[src/hw/rtl/assert_macros.svh]
// Assertion macros used by the top-level RTL file.
`ifndef ASSERT_MACROS_SVH
`define ASSERT_MACROS_SVH

// Condition pre implies condition post in the same cycle.
`define ASSERT_IMPLIES(lbl, pre, post, msg) \
    lbl: assert property (@(posedge clk) disable iff (!rst_n) (pre) |-> (post)) \
        else $error(msg);

// Condition pre implies condition post in the next cycle.
`define ASSERT_NEXT(lbl, pre, post, msg) \
    lbl: assert property (@(posedge clk) disable iff (!rst_n) (pre) |=> (post)) \
        else $error(msg);

`endif

[src/hw/rtl/scwf_pkg.sv]
// Types, codes and constants of the comment and whitespace filter.
`timescale 1ns / 1ps
`default_nettype none

package scwf_pkg;

    localparam int MAX_RESULTS = 4;
    localparam int RES_IDX_W   = $clog2(MAX_RESULTS);
    localparam int RES_CNT_W   = $clog2(MAX_RESULTS + 1);

    localparam logic [7:0] CH_SPACE = 8'h20;
    localparam logic [7:0] CH_TAB   = 8'h09;
    localparam logic [7:0] CH_SLASH = 8'h2F;
    localparam logic [7:0] CH_STAR  = 8'h2A;
    localparam logic [7:0] CH_QUOTE = 8'h22;

    // input commands
    localparam logic [1:0] CMD_CHAR = 2'd0;
    localparam logic [1:0] CMD_EOL  = 2'd1;
    localparam logic [1:0] CMD_EOI  = 2'd2;

    // error codes
    localparam logic [1:0] ERR_NONE   = 2'd0;
    localparam logic [1:0] ERR_STRING = 2'd1;
    localparam logic [1:0] ERR_BLOCK  = 2'd2;

    typedef enum logic [1:0] {
        KIND_CHAR  = 2'd0,
        KIND_EOL   = 2'd1,
        KIND_EOI   = 2'd2,
        KIND_ERROR = 2'd3
    } kind_t;

    typedef enum logic [1:0] {
        MODE_NORMAL = 2'd0,
        MODE_STRING = 2'd1,
        MODE_BLOCK  = 2'd2,
        MODE_LINE   = 2'd3
    } mode_t;

    typedef struct packed {
        kind_t       kind;
        logic [7:0]  ch;
        logic [1:0]  err;
        logic        last;
    } result_t;

    // all results caused by one input word
    typedef struct packed {
        logic [RES_CNT_W-1:0]         count;
        result_t [MAX_RESULTS-1:0]    res;
    } bundle_t;

    function automatic result_t mk_res(kind_t k, logic [7:0] c, logic [1:0] e);
        result_t r;
        r.kind = k;
        r.ch   = c;
        r.err  = e;
        r.last = 1'b0;
        return r;
    endfunction

endpackage

`default_nettype wire

[src/hw/rtl/scwf_lexer.sv]
// Lexer state and combinational result generation for one input word.
`timescale 1ns / 1ps
`default_nettype none

module scwf_lexer
    import scwf_pkg::*;
(
    input  wire logic       clk,
    input  wire logic       rst_n,
    input  wire logic       go,
    input  wire logic [1:0] cmd,
    input  wire logic [7:0] ch,
    output bundle_t         bundle
);

    mode_t mode_reg, mode_next;
    logic  als_reg, als_next;     // at line start
    logic  skb_reg, skb_next;     // skip blanks
    logic  hsp_reg, hsp_next;     // held space
    logic  hsl_reg, hsl_next;     // held slash
    logic  hst_reg, hst_next;     // held star
    logic  lho_reg, lho_next;     // line has output
    logic  stop_reg, stop_next;   // stopped on error

    logic                  blank;
    logic                  done;
    logic [RES_CNT_W-1:0]  n;
    logic [RES_CNT_W-1:0]  n_m1;
    result_t [MAX_RESULTS-1:0] res;

    always_comb
    begin
        mode_next = mode_reg;
        als_next  = als_reg;
        skb_next  = skb_reg;
        hsp_next  = hsp_reg;
        hsl_next  = hsl_reg;
        hst_next  = hst_reg;
        lho_next  = lho_reg;
        stop_next = stop_reg;
        n         = '0;
        res       = '0;
        done      = 1'b0;
        blank     = (ch == CH_SPACE) || (ch == CH_TAB);

        if (!stop_reg)
        begin
            if (cmd == CMD_CHAR)
            begin
                case (mode_reg)
                    MODE_NORMAL:
                    begin
                        if (hsl_reg)
                        begin
                            hsl_next = 1'b0;
                            if (ch == CH_SLASH)
                            begin
                                mode_next = MODE_LINE;
                                hsp_next  = 1'b0;
                                done      = 1'b1;
                            end
                            else if (ch == CH_STAR)
                            begin
                                mode_next = MODE_BLOCK;
                                hst_next  = 1'b0;
                                done      = 1'b1;
                            end
                            else
                            begin
                                if (hsp_next)
                                begin
                                    res[n[RES_IDX_W-1:0]] = mk_res(KIND_CHAR, CH_SPACE, ERR_NONE);
                                    n        = n + RES_CNT_W'(1);
                                    hsp_next = 1'b0;
                                end
                                res[n[RES_IDX_W-1:0]] = mk_res(KIND_CHAR, CH_SLASH, ERR_NONE);
                                n        = n + RES_CNT_W'(1);
                                lho_next = 1'b1;
                                skb_next = 1'b0;
                            end
                        end
                        if (!done)
                        begin
                            if (blank)
                            begin
                                if (!als_next && !skb_next)
                                begin
                                    hsp_next = 1'b1;
                                    skb_next = 1'b1;
                                end
                            end
                            else
                            begin
                                als_next = 1'b0;
                                if (ch == CH_SLASH)
                                begin
                                    hsl_next = 1'b1;
                                end
                                else
                                begin
                                    if (hsp_next)
                                    begin
                                        res[n[RES_IDX_W-1:0]] =
                                            mk_res(KIND_CHAR, CH_SPACE, ERR_NONE);
                                        n        = n + RES_CNT_W'(1);
                                        hsp_next = 1'b0;
                                    end
                                    res[n[RES_IDX_W-1:0]] = mk_res(KIND_CHAR, ch, ERR_NONE);
                                    n        = n + RES_CNT_W'(1);
                                    lho_next = 1'b1;
                                    skb_next = 1'b0;
                                    if (ch == CH_QUOTE)
                                    begin
                                        mode_next = MODE_STRING;
                                    end
                                end
                            end
                        end
                    end
                    MODE_STRING:
                    begin
                        als_next = 1'b0;
                        if (hsp_next)
                        begin
                            res[n[RES_IDX_W-1:0]] = mk_res(KIND_CHAR, CH_SPACE, ERR_NONE);
                            n        = n + RES_CNT_W'(1);
                            hsp_next = 1'b0;
                        end
                        res[n[RES_IDX_W-1:0]] = mk_res(KIND_CHAR, ch, ERR_NONE);
                        n        = n + RES_CNT_W'(1);
                        lho_next = 1'b1;
                        if (ch == CH_QUOTE)
                        begin
                            mode_next = MODE_NORMAL;
                        end
                    end
                    MODE_BLOCK:
                    begin
                        if (!blank)
                        begin
                            als_next = 1'b0;
                        end
                        if (hst_reg && ch == CH_SLASH)
                        begin
                            mode_next = MODE_NORMAL;
                            hst_next  = 1'b0;
                        end
                        else
                        begin
                            hst_next = (ch == CH_STAR);
                        end
                    end
                    default:
                    begin
                    end
                endcase
            end
            else if (cmd == CMD_EOL || cmd == CMD_EOI)
            begin
                // close the line: flush a trailing slash, drop a trailing blank, emit EOL/EOI or an error
                if (mode_reg == MODE_NORMAL && hsl_reg)
                begin
                    if (hsp_reg)
                    begin
                        res[n[RES_IDX_W-1:0]] = mk_res(KIND_CHAR, CH_SPACE, ERR_NONE);
                        n = n + RES_CNT_W'(1);
                    end
                    res[n[RES_IDX_W-1:0]] = mk_res(KIND_CHAR, CH_SLASH, ERR_NONE);
                    n        = n + RES_CNT_W'(1);
                    lho_next = 1'b1;
                end
                if (mode_reg == MODE_STRING)
                begin
                    res[n[RES_IDX_W-1:0]] = mk_res(KIND_ERROR, 8'd0, ERR_STRING);
                    n         = n + RES_CNT_W'(1);
                    stop_next = 1'b1;
                end
                else if (lho_next)
                begin
                    if (mode_reg == MODE_BLOCK)
                    begin
                        res[n[RES_IDX_W-1:0]] = mk_res(KIND_ERROR, 8'd0, ERR_BLOCK);
                        n         = n + RES_CNT_W'(1);
                        stop_next = 1'b1;
                    end
                    else
                    begin
                        res[n[RES_IDX_W-1:0]] = mk_res(KIND_EOL, 8'd0, ERR_NONE);
                        n = n + RES_CNT_W'(1);
                    end
                end
                if (mode_reg == MODE_LINE)
                begin
                    mode_next = MODE_NORMAL;
                end
                als_next = 1'b1;
                skb_next = 1'b0;
                hsp_next = 1'b0;
                hsl_next = 1'b0;
                hst_next = 1'b0;
                lho_next = 1'b0;

                if (cmd == CMD_EOI && !stop_next)
                begin
                    if (mode_next == MODE_BLOCK)
                    begin
                        res[n[RES_IDX_W-1:0]] = mk_res(KIND_ERROR, 8'd0, ERR_BLOCK);
                        n         = n + RES_CNT_W'(1);
                        stop_next = 1'b1;
                    end
                    else
                    begin
                        res[n[RES_IDX_W-1:0]] = mk_res(KIND_EOI, 8'd0, ERR_NONE);
                        n         = n + RES_CNT_W'(1);
                        mode_next = MODE_NORMAL;
                    end
                end
            end
        end

        n_m1 = n - RES_CNT_W'(1);
        if (n != '0)
        begin
            res[n_m1[RES_IDX_W-1:0]].last = 1'b1;
        end
        bundle.count = n;
        bundle.res   = res;
    end

    always_ff @(posedge clk or negedge rst_n)
    begin
        if (!rst_n)
        begin
            mode_reg <= MODE_NORMAL;
            als_reg  <= 1'b1;
            skb_reg  <= 1'b0;
            hsp_reg  <= 1'b0;
            hsl_reg  <= 1'b0;
            hst_reg  <= 1'b0;
            lho_reg  <= 1'b0;
            stop_reg <= 1'b0;
        end
        else if (go)
        begin
            mode_reg <= mode_next;
            als_reg  <= als_next;
            skb_reg  <= skb_next;
            hsp_reg  <= hsp_next;
            hsl_reg  <= hsl_next;
            hst_reg  <= hst_next;
            lho_reg  <= lho_next;
            stop_reg <= stop_next;
        end
    end

endmodule

`default_nettype wire

[src/hw/rtl/scwf_out_queue.sv]
// Two-entry queue of result bundles, unpacked one word per ready cycle.
`timescale 1ns / 1ps
`default_nettype none

module scwf_out_queue
    import scwf_pkg::*;
(
    input  wire logic       clk,
    input  wire logic       rst_n,
    input  wire logic       push,
    input  bundle_t         push_bundle,
    output logic            space,
    output logic            out_valid,
    input  wire logic       out_ready,
    output logic [1:0]      kind,
    output logic [7:0]      char_out,
    output logic [1:0]      error_code,
    output logic            last
);

    bundle_t               slot_reg [2];
    logic                  wr_ptr_reg, wr_ptr_next;
    logic                  rd_ptr_reg, rd_ptr_next;
    logic [1:0]            cnt_reg, cnt_next;
    logic [RES_IDX_W-1:0]  idx_reg, idx_next;

    bundle_t               head;
    result_t               cur;
    logic [RES_CNT_W-1:0]  head_m1;
    logic                  pop;
    logic                  take;

    assign head      = slot_reg[rd_ptr_reg];
    assign cur       = head.res[idx_reg];
    assign head_m1   = head.count - RES_CNT_W'(1);
    assign out_valid = (cnt_reg != 2'd0);
    assign space     = (cnt_reg != 2'd2);
    assign take      = out_valid && out_ready;
    assign pop       = take && (idx_reg == head_m1[RES_IDX_W-1:0]);

    assign kind       = cur.kind;
    assign char_out   = cur.ch;
    assign error_code = cur.err;
    assign last       = cur.last;

    always_comb
    begin
        wr_ptr_next = wr_ptr_reg;
        rd_ptr_next = rd_ptr_reg;
        cnt_next    = cnt_reg;
        idx_next    = idx_reg;
        if (push)
        begin
            wr_ptr_next = ~wr_ptr_reg;
        end
        if (pop)
        begin
            rd_ptr_next = ~rd_ptr_reg;
            idx_next    = '0;
        end
        else if (take)
        begin
            idx_next = idx_reg + RES_IDX_W'(1);
        end
        case ({push, pop})
            2'b10:   cnt_next = cnt_reg + 2'd1;
            2'b01:   cnt_next = cnt_reg - 2'd1;
            default: cnt_next = cnt_reg;
        endcase
    end

    always_ff @(posedge clk or negedge rst_n)
    begin
        if (!rst_n)
        begin
            wr_ptr_reg <= 1'b0;
            rd_ptr_reg <= 1'b0;
            cnt_reg    <= 2'd0;
            idx_reg    <= '0;
        end
        else
        begin
            wr_ptr_reg <= wr_ptr_next;
            rd_ptr_reg <= rd_ptr_next;
            cnt_reg    <= cnt_next;
            idx_reg    <= idx_next;
        end
    end

    always_ff @(posedge clk)
    begin
        if (push)
        begin
            slot_reg[wr_ptr_reg] <= push_bundle;
        end
    end

endmodule

`default_nettype wire

[src/hw/rtl/source_comment_whitespace_filter.sv]
// Top level of the C-style comment and whitespace filter.
// Input channel (in_valid/in_ready): one word per cycle while ready, command
//   plus char_in; 0 is a source byte, 1 an end of line, 2 the end of input.
// Output channel (out_valid/out_ready): cleaned words with kind, char_out,
//   error_code and last; last marks the final word caused by one input word.
// An input word waits in the input register until the queue has space; then
//   the lexer turns it into zero to four result words in the same cycle and
//   stores them as one bundle in a two-entry queue, whose head drives the
//   output channel.
// Throughput: one input word per cycle while each word gives at most one
//   result and the receiver is ready; a word with several results holds the
//   queue head until all are taken; the second entry holds one more bundle.
// A word that gives no result leaves no queue entry.
// When the receiver stalls the queue fills and in_ready drops after the
//   input register is full; no word is dropped.
// After an error every input word is taken and gives nothing until reset.
// Reset (rst_n low) empties the queue and returns the lexer to line start.
`timescale 1ns / 1ps
`default_nettype none
`include "assert_macros.svh"

module source_comment_whitespace_filter
    import scwf_pkg::*;
(
    input  wire logic       clk,
    input  wire logic       rst_n,
    input  wire logic       in_valid,
    output logic            in_ready,
    input  wire logic [1:0] command,
    input  wire logic [7:0] char_in,
    output logic            out_valid,
    input  wire logic       out_ready,
    output logic [1:0]      kind,
    output logic [7:0]      char_out,
    output logic [1:0]      error_code,
    output logic            last
);

    logic       in_full_reg;
    logic [1:0] cmd_reg;
    logic [7:0] ch_reg;
    logic       advance;
    logic       q_space;
    bundle_t    bundle;

    assign advance  = in_full_reg && q_space;
    assign in_ready = !in_full_reg || advance;

    always_ff @(posedge clk or negedge rst_n)
    begin
        if (!rst_n)
        begin
            in_full_reg <= 1'b0;
        end
        else if (in_ready)
        begin
            in_full_reg <= in_valid;
        end
    end

    always_ff @(posedge clk)
    begin
        if (in_valid && in_ready)
        begin
            cmd_reg <= command;
            ch_reg  <= char_in;
        end
    end

    scwf_lexer u_lexer (
        .clk    (clk),
        .rst_n  (rst_n),
        .go     (advance),
        .cmd    (cmd_reg),
        .ch     (ch_reg),
        .bundle (bundle)
    );

    scwf_out_queue u_queue (
        .clk         (clk),
        .rst_n       (rst_n),
        .push        (advance && (bundle.count != '0)),
        .push_bundle (bundle),
        .space       (q_space),
        .out_valid   (out_valid),
        .out_ready   (out_ready),
        .kind        (kind),
        .char_out    (char_out),
        .error_code  (error_code),
        .last        (last)
    );

    `ASSERT_IMPLIES(a_ready_when_empty, !in_full_reg, in_ready, "input register empty but not ready")
    `ASSERT_IMPLIES(a_error_is_last, out_valid && kind == KIND_ERROR, last, "error word not last")
    `ASSERT_IMPLIES(a_char_zero, out_valid && kind != KIND_CHAR, char_out == 8'd0, "nonzero char_out")
    `ASSERT_IMPLIES(a_err_code,
        out_valid && (kind == KIND_ERROR) != (error_code != ERR_NONE), 1'b0,
        "error_code and kind disagree")
    `ASSERT_NEXT(a_stall_hold, out_valid && !out_ready, out_valid, "output word dropped while stalled")

endmodule

`default_nettype wire
[config.mk]
export PLATFORM = sky130hd
export DESIGN_NAME = source_comment_whitespace_filter
export DESIGN_NICKNAME = d
export VERILOG_FILES = /design/src/hw/rtl/scwf_pkg.sv /design/src/hw/rtl/scwf_lexer.sv /design/src/hw/rtl/scwf_out_queue.sv /design/src/hw/rtl/source_comment_whitespace_filter.sv
export VERILOG_INCLUDE_DIRS = /design/src /design/src/hw/rtl
export SDC_FILE = /design/constraint.sdc
export NUM_CORES = 1
export LEC_CHECK = 0
export BUFFER_PORTS_ARGS = -buffer_cell sky130_fd_sc_hd__buf_2
export CAP_MARGIN = 5
export CORE_MARGIN = 4
export CORE_UTILIZATION = 62
export DETAILED_ROUTE_END_ITERATION = 12
export PLACE_DENSITY_LB_ADDON = 0.15
export SLEW_MARGIN = 15
export SYNTH_ARGS = -nofsm -noshare
export SYNTH_HDL_FRONTEND = slang
export SYNTH_SLANG_ARGS = --single-unit
[constraint.sdc]
create_clock -name clk -period 8.3 [get_ports clk]
set_input_delay 0.415 -clock clk [delete_from_list [all_inputs] [get_ports clk]]
set_output_delay 0.415 -clock clk [all_outputs]
set_load 0.05 [all_outputs]
==> results.json, run 1 <==
{
  "gp_congestion": 1.01,
  "ys_seq_elements": 134,
  "first_pass_iters": 6,
  "vias_per_cell": 6.40,
  "synth_edf_count": 118,
  "cts_tree": "yes",
  "layout_common_cells": "edfxtp_1, nor2_1, nand2_1",
  "die_y_um": 113,
  "dieArea_um2": 12700,
  "start_util": 0.647,
  "fin_crit_sh": 0.538,
  "synth_area_per_cell_um2": 13.0,
  "antenna_cells": 0,
  "critPathMaxFanout": 54,
  "core_um2": 10500,
  "start_kind": "flip-flop",
  "grt_pass1_wl_mm": 24.1,
  "nFillCells": 698,
  "power_density_nw_per_um2": 366,
  "grt_use_met1": 0.329,
  "synth_cell_type_count": 69,
  "drtAntennaViolNets": 0,
  "drt-initial-drc-count": 417,
  "drv_cap": 0,
  "ys.flop_type": "edfxtp_1",
  "clk_path_buf_depth": 2,
  "fin_nets": 580,
  "synth_cells": 522,
  "gr-usage-all-layers": 0.251,
  "worstPathArrival_ps": 4610,
  "endpoint_kind": "flip-flop",
  "grt_max_degree": 55,
  "fp.dieW_um": 113,
  "cts.sinks": 134,
  "multi_input_area_um2": 2650,
  "fin_setup_tns_ps": 0,
  "ff_latch_area_um2": 3950,
  "hold_violations": 0,
  "h-tree-depth": 4,
  "setup_viol": 0,
  "power.leakage_uw": 0.00272,
  "post_drt_wl_per_cell_um": 21.6,
  "grtUsageMet2": 0.416,
  "worstSetupPathType": "flip-flop to flip-flop",
  "yosysSeqAreaShare": 0.582,
  "largest_register_ffs": 108,
  "vdd_drop_max_uv": 184,
  "final_max_slew_viol_count": 0,
  "min-delay-path-class": "primary input to flip-flop",
  "syn_area_um2": 6770,
  "postRouteWirelength_mm": 15.0,
  "fmax_mhz": 224,
  "cts_resized": 0,
  "final_common_cell": "edfxtp_1",
  "num_rows": 37,
  "finalClockSkew_ps": 10.1,
  "grt.busiest_layer": "met2",
  "antenna_found_initial": 0,
  "clkTransAtPathRegs_ps": 60,
  "rsz0062_at_grt": "no",
  "status": "complete, no violations",
  "drive_above_1_share": 0.225,
  "syn2layout_area_growth_pct": 11.8,
  "drc": 0,
  "vias": 4458,
  "yosysWarnings": 0,
  "use_met3": 0.0518,
  "clockRootBuffer": "clkbuf_8",
  "cts_setup_buffers": 0,
  "hpwl_mm": 9.97,
  "finalNonFillerCells": 697,
  "async_flop_share": 0.119,
  "placement.io_buffers": 28,
  "worstMarginPinSlew_ps": 952,
  "io_pins": 29,
  "min_period_ps": 4470,
  "grt_pass1_vias": 4530,
  "slew_headroom": 0.365,
  "clkLatencyLatePin_ps": 520,
  "gr-total-overflow": 0,
  "numCtsBuffers": 17,
  "crit_required_ps": 8440,
  "dp.cells": 664
}
[cells in the mapped netlist, types with 5 or more instances]
cell type	instances	area share
mux2_2	13	0.022
inv_1	21	0.012
nor3_1	12	0.0089
o21ai_0	16	0.012
nor2_1	48	0.027
ha_1	18	0.033
and2_1	10	0.0092
o21a_1	5	0.0055
mux4_2	26	0.086
nand2_1	44	0.024
a21o_1	7	0.0078
dfrtp_1	15	0.055
edfxtp_1	118	0.52
a21oi_1	40	0.030
nand2b_1	5	0.0046
clkbuf_1	15	0.0083
xnor2_1	6	0.0078
nand3_1	11	0.0081
a211oi_1	5	0.0055
buf_2	6	0.0044
[area by class of cell]
type | count | share of cell area
repair buffers | 32 | 0.0228
clock buffers | 18 | 0.0565
flip-flops and latches | 134 | 0.521
inverters | 22 | 0.0109
clock inverters | 14 | 0.0164
multi-input cells | 341 | 0.350
well taps | 136 | 0.0225
[path summary, 6_finish.rpt]
path | start | to | slack (ps) | depth (start not counted)
max in group asynchronous | rst_n | u_lexer.als_reg$_DFFE_PN1P_ | 7620 | 2
min | command[1] | cmd_reg[1]$_DFFE_PP_ | 70 | 1
min reg2reg | u_queue.cnt_reg[1]$_DFFE_PN0P_ | u_queue.cnt_reg[1]$_DFFE_PN0P_ | 520 | 1
max | ch_reg[4]$_DFFE_PP_ | u_queue.slot_reg[1][30]$_DFFE_PP_ | 3830 | 13
min in group asynchronous | rst_n | in_full_reg$_DFFE_PN0N_ | 350 | 2
max reg2reg | ch_reg[4]$_DFFE_PP_ | u_queue.slot_reg[1][30]$_DFFE_PP_ | 3830 | 13
[cells by family (layout without fill, tap and decap cells)]
kind of cell,Yosys count,after routing,share of synthesized area
compound gates,106,106,0.111
buf+inv,48,86,0.0288
simple gates,163,163,0.118
flops,134,134,0.582
fa+ha+maj,18,18,0.0332
mux,42,42,0.112
xor+xnor,10,10,0.0129
other cells,1,2,0.000554
[report_power, final]
part	switching, µW	internal, µW
Sequential	133	944
Combinational	632	370
Clock	284	406
Total	1050	1720
[metrics by stage]
stage / hold slack (ps) / setup WS [ps] / total power [µW] / utilization / instance area (µm²)
finish: 68.4 / 3830 / 2770 / 0.724 / 7580
global route: 55.9 / 3550 / 2910 / 0.724 / 7580
CTS: 58.9 / 3860 / 2780 / 0.724 / 7580
detailed placement: 365 / 3850 / 2080 / 0.670 / 7010
global placement: 356 / 3940 / 2050 / 0.670 / 7010
floorplan: 119 / 2560 / 1850 / - / 6780
[per-layer routing]
metal  vias to the layer above  wire length (µm)  part of all wire
met4                         0               279             0.019
met5                         -                 0                 0
met1                      2186              6280              0.42
met2                       225              7500              0.50
li1                       2020                 -                 -
met3                        27               981             0.065
[worst max-delay path: stages (launching register included)]
cell and delay (ps):
edfxtp_1 460, or3_1 520, nor3_2 390, nor2_1 220, ha_1 320, nand2_1 60, nand2_1 90, ha_1 320
nor3_1 250, o21ai_2 110, a311oi_4 420, o311ai_4 220, nor2_4 110, buf_4 560
[timing repair]
action,in CTS,in global routing
hold endpoints to repair,15,0
endpoints found under the setup margin,0,0
hold buffers,1,0
(Power assumes the default switching activity.)
==> inputs of run 2 (changes only) <==
Settings changed: CORE_UTILIZATION 62 to 56.
Clock period 8.3 ns to 4 ns, I/O delays scaled along.
==> run 2 against run 1 <==
Worst hold slack improved by 86 ps. Via count barely moved. Power rose by 110%. Critical path type unchanged. Design area is 5.1% higher.
==> results.json, run 2 (synthesis gave the netlist of run 1 again) <==
{
  "io_pins": 29,
  "cts.sinks": 134,
  "min-delay-path-class": "primary input to flip-flop",
  "slew_headroom": 0.516,
  "place_ws_ps": 63.3,
  "clockRootBuffer": "clkbuf_16",
  "multi_input_area_um2": 2690,
  "rsz0062_at_grt": "no",
  "endpoint_kind": "flip-flop",
  "drive_above_1_share": 0.247,
  "clkLatencyLatePin_ps": 410,
  "power_density_nw_per_um2": 743,
  "post_drt_wl_per_cell_um": 21.0,
  "power.internal_uw": 3770,
  "crit_required_ps": 4110,
  "gr-usage-all-layers": 0.230,
  "h-tree-depth": 4,
  "setup_ws_ps": 206,
  "syn2layout_area_growth_pct": 17.5,
  "grt_max_degree": 55,
  "timing.critical_path.max_delay_family": "simple AND/OR/NAND/NOR gates",
  "comb_power_share": 0.378,
  "p_clk_frac": 0.256,
  "power.leakage_uw": 0.00291,
  "cts_tree": "yes",
  "worstMarginPinSlew_ps": 726,
  "grt_pass1_wl_mm": 24.4,
  "final_max_slew_viol_count": 0,
  "reg2reg_from": "ch_reg[4]$_DFFE_PP_",
  "fmax_mhz": 264,
  "vias": 4461,
  "num_rows": 39,
  "postRouteWirelength_mm": 15.4,
  "hpwl_mm": 10.6,
  "status": "complete, no violations",
  "cp_slowest_cell": "or4b_4",
  "nFillCells": 860,
  "setup_viol": 0,
  "antenna_found_initial": 0,
  "worstPathArrival_ps": 3910,
  "whs_path_depth": 4,
  "critPathMaxStageDelay_ps": 620,
  "reg2regPathDepth": 13,
  "worstPathCellList": "or4b_4, o21ai_4, and2_1, nand2_1, nand2_2, ha_4, o22ai_2, o21ai_2, a311oi_4, o311ai_4, buf_4, nor2_4, clkbuf_16",
  "drtAntennaViolNets": 0,
  "hold_violations": 0,
  "final_common_cell": "edfxtp_1",
  "clkTransAtPathRegs_ps": 50,
  "p_sw_uw": 2150,
  "worst-path-buf-inv": 2,
  "layout_common_cells": "edfxtp_1, nor2_1, nand2_1",
  "largest_register_ffs": 108,
  "grt_pass1_vias": 4516,
  "min_period_ps": 3790,
  "worstSetupPathType": "flip-flop to flip-flop",
  "numCtsBuffers": 17,
  "p_seq_frac": 0.365,
  "fin_nets": 611,
  "fin_crit_sh": 0.949,
  "die_y_um": 118,
  "gp_congestion": 0.973,
  "clk_path_buf_depth": 2,
  "vdd_drop_max_uv": 452,
  "first_pass_iters": 5,
  "antenna_cells": 0,
  "vias_per_cell": 6.07,
  "dieArea_um2": 13900,
  "finalClockSkew_ps": 10.1,
  "start_kind": "flip-flop",
  "drv_cap": 0,
  "placement.io_buffers": 28,
  "timing.rr.end": "u_queue.slot_reg[1][40]$_DFFE_PP_",
  "drc": 0,
  "hold_slack_ps": 155,
  "hold_end": "u_queue.idx_reg[1]$_DFFE_PN0P_",
  "start_util": 0.583,
  "critPathMaxFanout": 27,
  "gr-total-overflow": 0,
  "ff_latch_area_um2": 3950,
  "regToRegSetupSlack_ps": 210,
  "swShare": 0.363,
  "hold_start": "out_ready",
  "core_um2": 11600,
  "fp.dieW_um": 118,
  "drt-initial-drc-count": 425
}
==> run 2: changes by cell type in the layout (fill, tap and decap cells not counted), moves of 4 or more <==
cell / before / now
dlygate4sd3_1: 1 / 12
inv_6: 4 / 0
buf_4: 3 / 20
clkinv_2: 4 / 0
clkbuf_1: 0 / 4
==> run 2: routing by layer <==
metal | GRT usage | up-vias | wire [µm]
met1 | 0.313 | 2210 | 6750
met4 | 0.0777 | 0 | 248
met3 | 0.0509 | 20 | 917
met2 | 0.369 | 143 | 7530
met5 | 0 | - | 0
li1 | - | 2088 | -
==> run 2: layout make-up <==
cell class | count | share of cell area
Inverter | 22 | 0.0104
Clock inverter | 8 | 0.0126
Multi-Input combinational cell | 341 | 0.338
Clock buffer | 24 | 0.0605
Sequential cell | 134 | 0.496
Timing Repair Buffer | 63 | 0.0597
Tap cell | 143 | 0.0225
==> run 2: power by group through the flow <==
stage,combinational (µW),clock [µW],sequential (µW)
final,2240,1520,2160
after detailed placement,2190,0,2190
after global routing,2390,1600,2200
after global placement,2160,0,2170
after CTS,2220,1530,2170
after floorplan,1780,0,2060
==> run 2: stage by stage <==
step | area, µm² | setup TNS [ps] | util | instances | total power (µW)
after floorplan | 6840 | -8170 | - | 523 | 3840
after global placement | 7210 | 0 | 0.621 | 688 | 4330
after detailed placement | 7210 | 0 | 0.621 | 688 | 4380
after CTS | 7920 | 0 | 0.682 | 732 | 5910
after global routing | 7960 | 0 | 0.685 | 735 | 6190
final | 7960 | 0 | 0.685 | 735 | 5910
==> run 2: worst max-delay path by stage <==
stage                                    from                                 to  slack [ps]  cells past startpoint
after global placement    ch_reg[7]$_DFFE_PP_     u_queue.cnt_reg[1]$_DFFE_PN0P_         180                     15
after global routing      ch_reg[7]$_DFFE_PP_  u_queue.slot_reg[1][35]$_DFFE_PP_           1                     15
after floorplan           ch_reg[7]$_DFFE_PP_   u_queue.slot_reg[0][0]$_DFFE_PP_         -90                     13
after detailed placement  ch_reg[7]$_DFFE_PP_     u_queue.cnt_reg[1]$_DFFE_PN0P_          60                     14
final                     ch_reg[4]$_DFFE_PP_  u_queue.slot_reg[1][40]$_DFFE_PP_         210                     13
after CTS                 ch_reg[7]$_DFFE_PP_     u_queue.cnt_reg[1]$_DFFE_PN0P_          40                     14
==> run 2: worst min-delay path: stages <==
cell and delay (ps):
buf_2 110, nand3_1 70, xor2_1 70, nor2_1 80
==> run 2: what timing repair did <==
action | in CTS | in global routing
hold buffers | 12 | 0
buffers inserted | 0 | 2
hold endpoints to repair | 26 | 0
endpoints found under the setup margin | 0 | 110
gates resized for setup | 0 | 1
==> inputs of run 3 (changes only) <==
--- a/config.mk
+++ b/config.mk
@@ -13,2 +13,3 @@
 export DETAILED_ROUTE_END_ITERATION = 12
+export GPL_ROUTABILITY_DRIVEN = 0
 export PLACE_DENSITY_LB_ADDON = 0.15
--- a/constraint.sdc
+++ b/constraint.sdc
@@ -3,2 +3,2 @@
 set_output_delay 0.2 -clock clk [all_outputs]
-set_load 0.05 [all_outputs]
+set_load 0.01 [all_outputs]
==> run 3 against run 2 <==
Non-clock buffer count down 5. Critical path depth unchanged. Design area down 0.60%. Final cell count down 0.68%. Critical path type unchanged. Critical endpoint is now u_queue.slot_reg[0][30]$_DFFE_PP_. Highest routed layer unchanged.
==> results.json, run 3 (synthesis gave the netlist of run 1 again) <==
{
  "status": "complete, no violations",
  "postRouteWirelength_mm": 14.7,
  "final_common_cell": "edfxtp_1",
  "p_clk_frac": 0.284,
  "endpoint_kind": "flip-flop",
  "vdd_drop_max_uv": 352,
  "place_ws_ps": 102,
  "worstMarginPinSlew_ps": 759,
  "hold_violations": 0,
  "crit_required_ps": 4080,
  "dieArea_um2": 13900,
  "drv_cap": 0,
  "clkTransAtPathRegs_ps": 50,
  "critPathMaxFanout": 54,
  "reg2reg_from": "ch_reg[4]$_DFFE_PP_",
  "rsz0062_at_grt": "no",
  "timing.rr.end": "u_queue.slot_reg[0][30]$_DFFE_PP_",
  "fmax_mhz": 264,
  "antenna_cells": 0,
  "hold_start": "out_ready",
  "drive_above_1_share": 0.235,
  "drc": 0,
  "clockRootBuffer": "clkbuf_16",
  "slew_headroom": 0.490,
  "hold_slack_ps": 137,
  "power.total_uw": 5500,
  "io_pins": 29,
  "gr-total-overflow": 0,
  "crit_start": "ch_reg[4]$_DFFE_PP_",
  "layout_common_cells": "edfxtp_1, nor2_1, nand2_1",
  "worstPathArrival_ps": 3870,
  "grt_pass1_wl_mm": 24.4,
  "grt_pass1_vias": 4545,
  "reg2regPathDepth": 13,
  "vias": 4483,
  "worstSetupPathType": "flip-flop to flip-flop",
  "fp.dieW_um": 118,
  "gr-usage-all-layers": 0.225,
  "whs_path_depth": 4,
  "syn2layout_area_growth_pct": 16.8,
  "start_util": 0.583,
  "placement.io_buffers": 28,
  "drtAntennaViolNets": 0,
  "antenna_found_initial": 0,
  "drt-initial-drc-count": 467,
  "min_period_ps": 3790,
  "power.leakage_uw": 0.00289,
  "h-tree-depth": 4,
  "hpwl_mm": 10.0,
  "first_pass_iters": 5,
  "swShare": 0.308,
  "largest_register_ffs": 108,
  "p_seq_frac": 0.392,
  "setup_ws_ps": 209,
  "clk_path_buf_depth": 2,
  "num_rows": 39,
  "hold_end": "u_queue.idx_reg[1]$_DFFE_PN0P_",
  "power_density_nw_per_um2": 695,
  "regToRegSetupSlack_ps": 210,
  "final_max_slew_viol_count": 0,
  "p_sw_uw": 1690,
  "vias_per_cell": 6.14,
  "die_y_um": 118,
  "cts_tree": "yes",
  "post_drt_wl_per_cell_um": 20.2,
  "setup_viol": 0,
  "fin_nets": 606,
  "cts.sinks": 134,
  "power.internal_uw": 3810,
  "numCtsBuffers": 17,
  "grt_max_degree": 55,
  "finalClockSkew_ps": 6.34,
  "comb_power_share": 0.324,
  "fin_setup_tns_ps": 0,
  "core_um2": 11600,
  "post-route-cell-area_um2": 7910,
  "clkLatencyLatePin_ps": 410,
  "fin_crit_sh": 0.948,
  "place_area_um2": 7190,
  "min-delay-path-class": "primary input to flip-flop",
  "start_kind": "flip-flop"
}
[run 3: cell types whose count changed in the layout (fill, tap and decap cells not counted), sizes merged]
cell      delta
buf          -4
bufinv       +1
clkbuf       +2
clkinv       -2
clkinvlp     -2
[run 3: power by group through the flow]
stage	Sequential [µW]	Combinational (µW)	Clock (µW)
floorplan	2060	1370	0
global placement	2170	1750	0
detailed placement	2190	1780	0
CTS	2170	1800	1580
global route	2200	1950	1640
finish	2160	1780	1560
[run 3: final cells by class]
type	instances	area [µm²]
fill	818	3700
tap	143	179
clock buffer	27	493
timing repair buffer	58	420
inverter	22	82.6
clock inverter	5	98.8
multi-input combinational	341	2690
sequential	134	3950
[run 3: worst max-delay path, stage by stage, from the launching register on]
cell and delay [ps]:
edfxtp_1 460, or4b_4 620, o21ai_4 210, and2_1 270, nor2_1 140, inv_1 110
ha_1 190, inv_1 120, a31o_2 230, a21oi_1 240, or2_1 200, o311ai_4 150
nor2_4 170, buf_12 290
[run 3: worst max-delay path by stage]
stage,to,slack (ps),cells past startpoint
after floorplan,u_queue.slot_reg[0][0]$_DFFE_PP_,-90,13
after global placement,u_queue.cnt_reg[1]$_DFFE_PN0P_,240,15
after detailed placement,u_queue.cnt_reg[1]$_DFFE_PN0P_,100,15
after CTS,u_queue.cnt_reg[1]$_DFFE_PN0P_,80,15
after global routing,u_queue.cnt_reg[1]$_DFFE_PN0P_,30,14
final,u_queue.slot_reg[0][30]$_DFFE_PP_,210,13
[run 3: what timing repair did]
action,4_1_cts,5_1_grt
endpoints found under the setup margin,0,110
setup buffers,0,1
hold buffers,12,0
resized for setup,0,0
hold endpoints to repair,26,0
[run 3: per-layer routing]
| metal | part of all wire | wire length (µm) | global-route usage |
|---|---|---|---|
| met1 | 0.44 | 6410 | 0.309 |
| met2 | 0.48 | 7080 | 0.360 |
| met3 | 0.057 | 832 | 0.0389 |
| met4 | 0.027 | 391 | 0.0923 |
| met5 | 0 | 0 | 0 |
[run 3: stage by stage]
stage	cells	utilization
2_1_floorplan	523	-
3_3_place_gp	685	0.619
3_5_place_dp	685	0.619
4_1_cts	729	0.681
5_1_grt	730	0.681
6_report	730	0.681
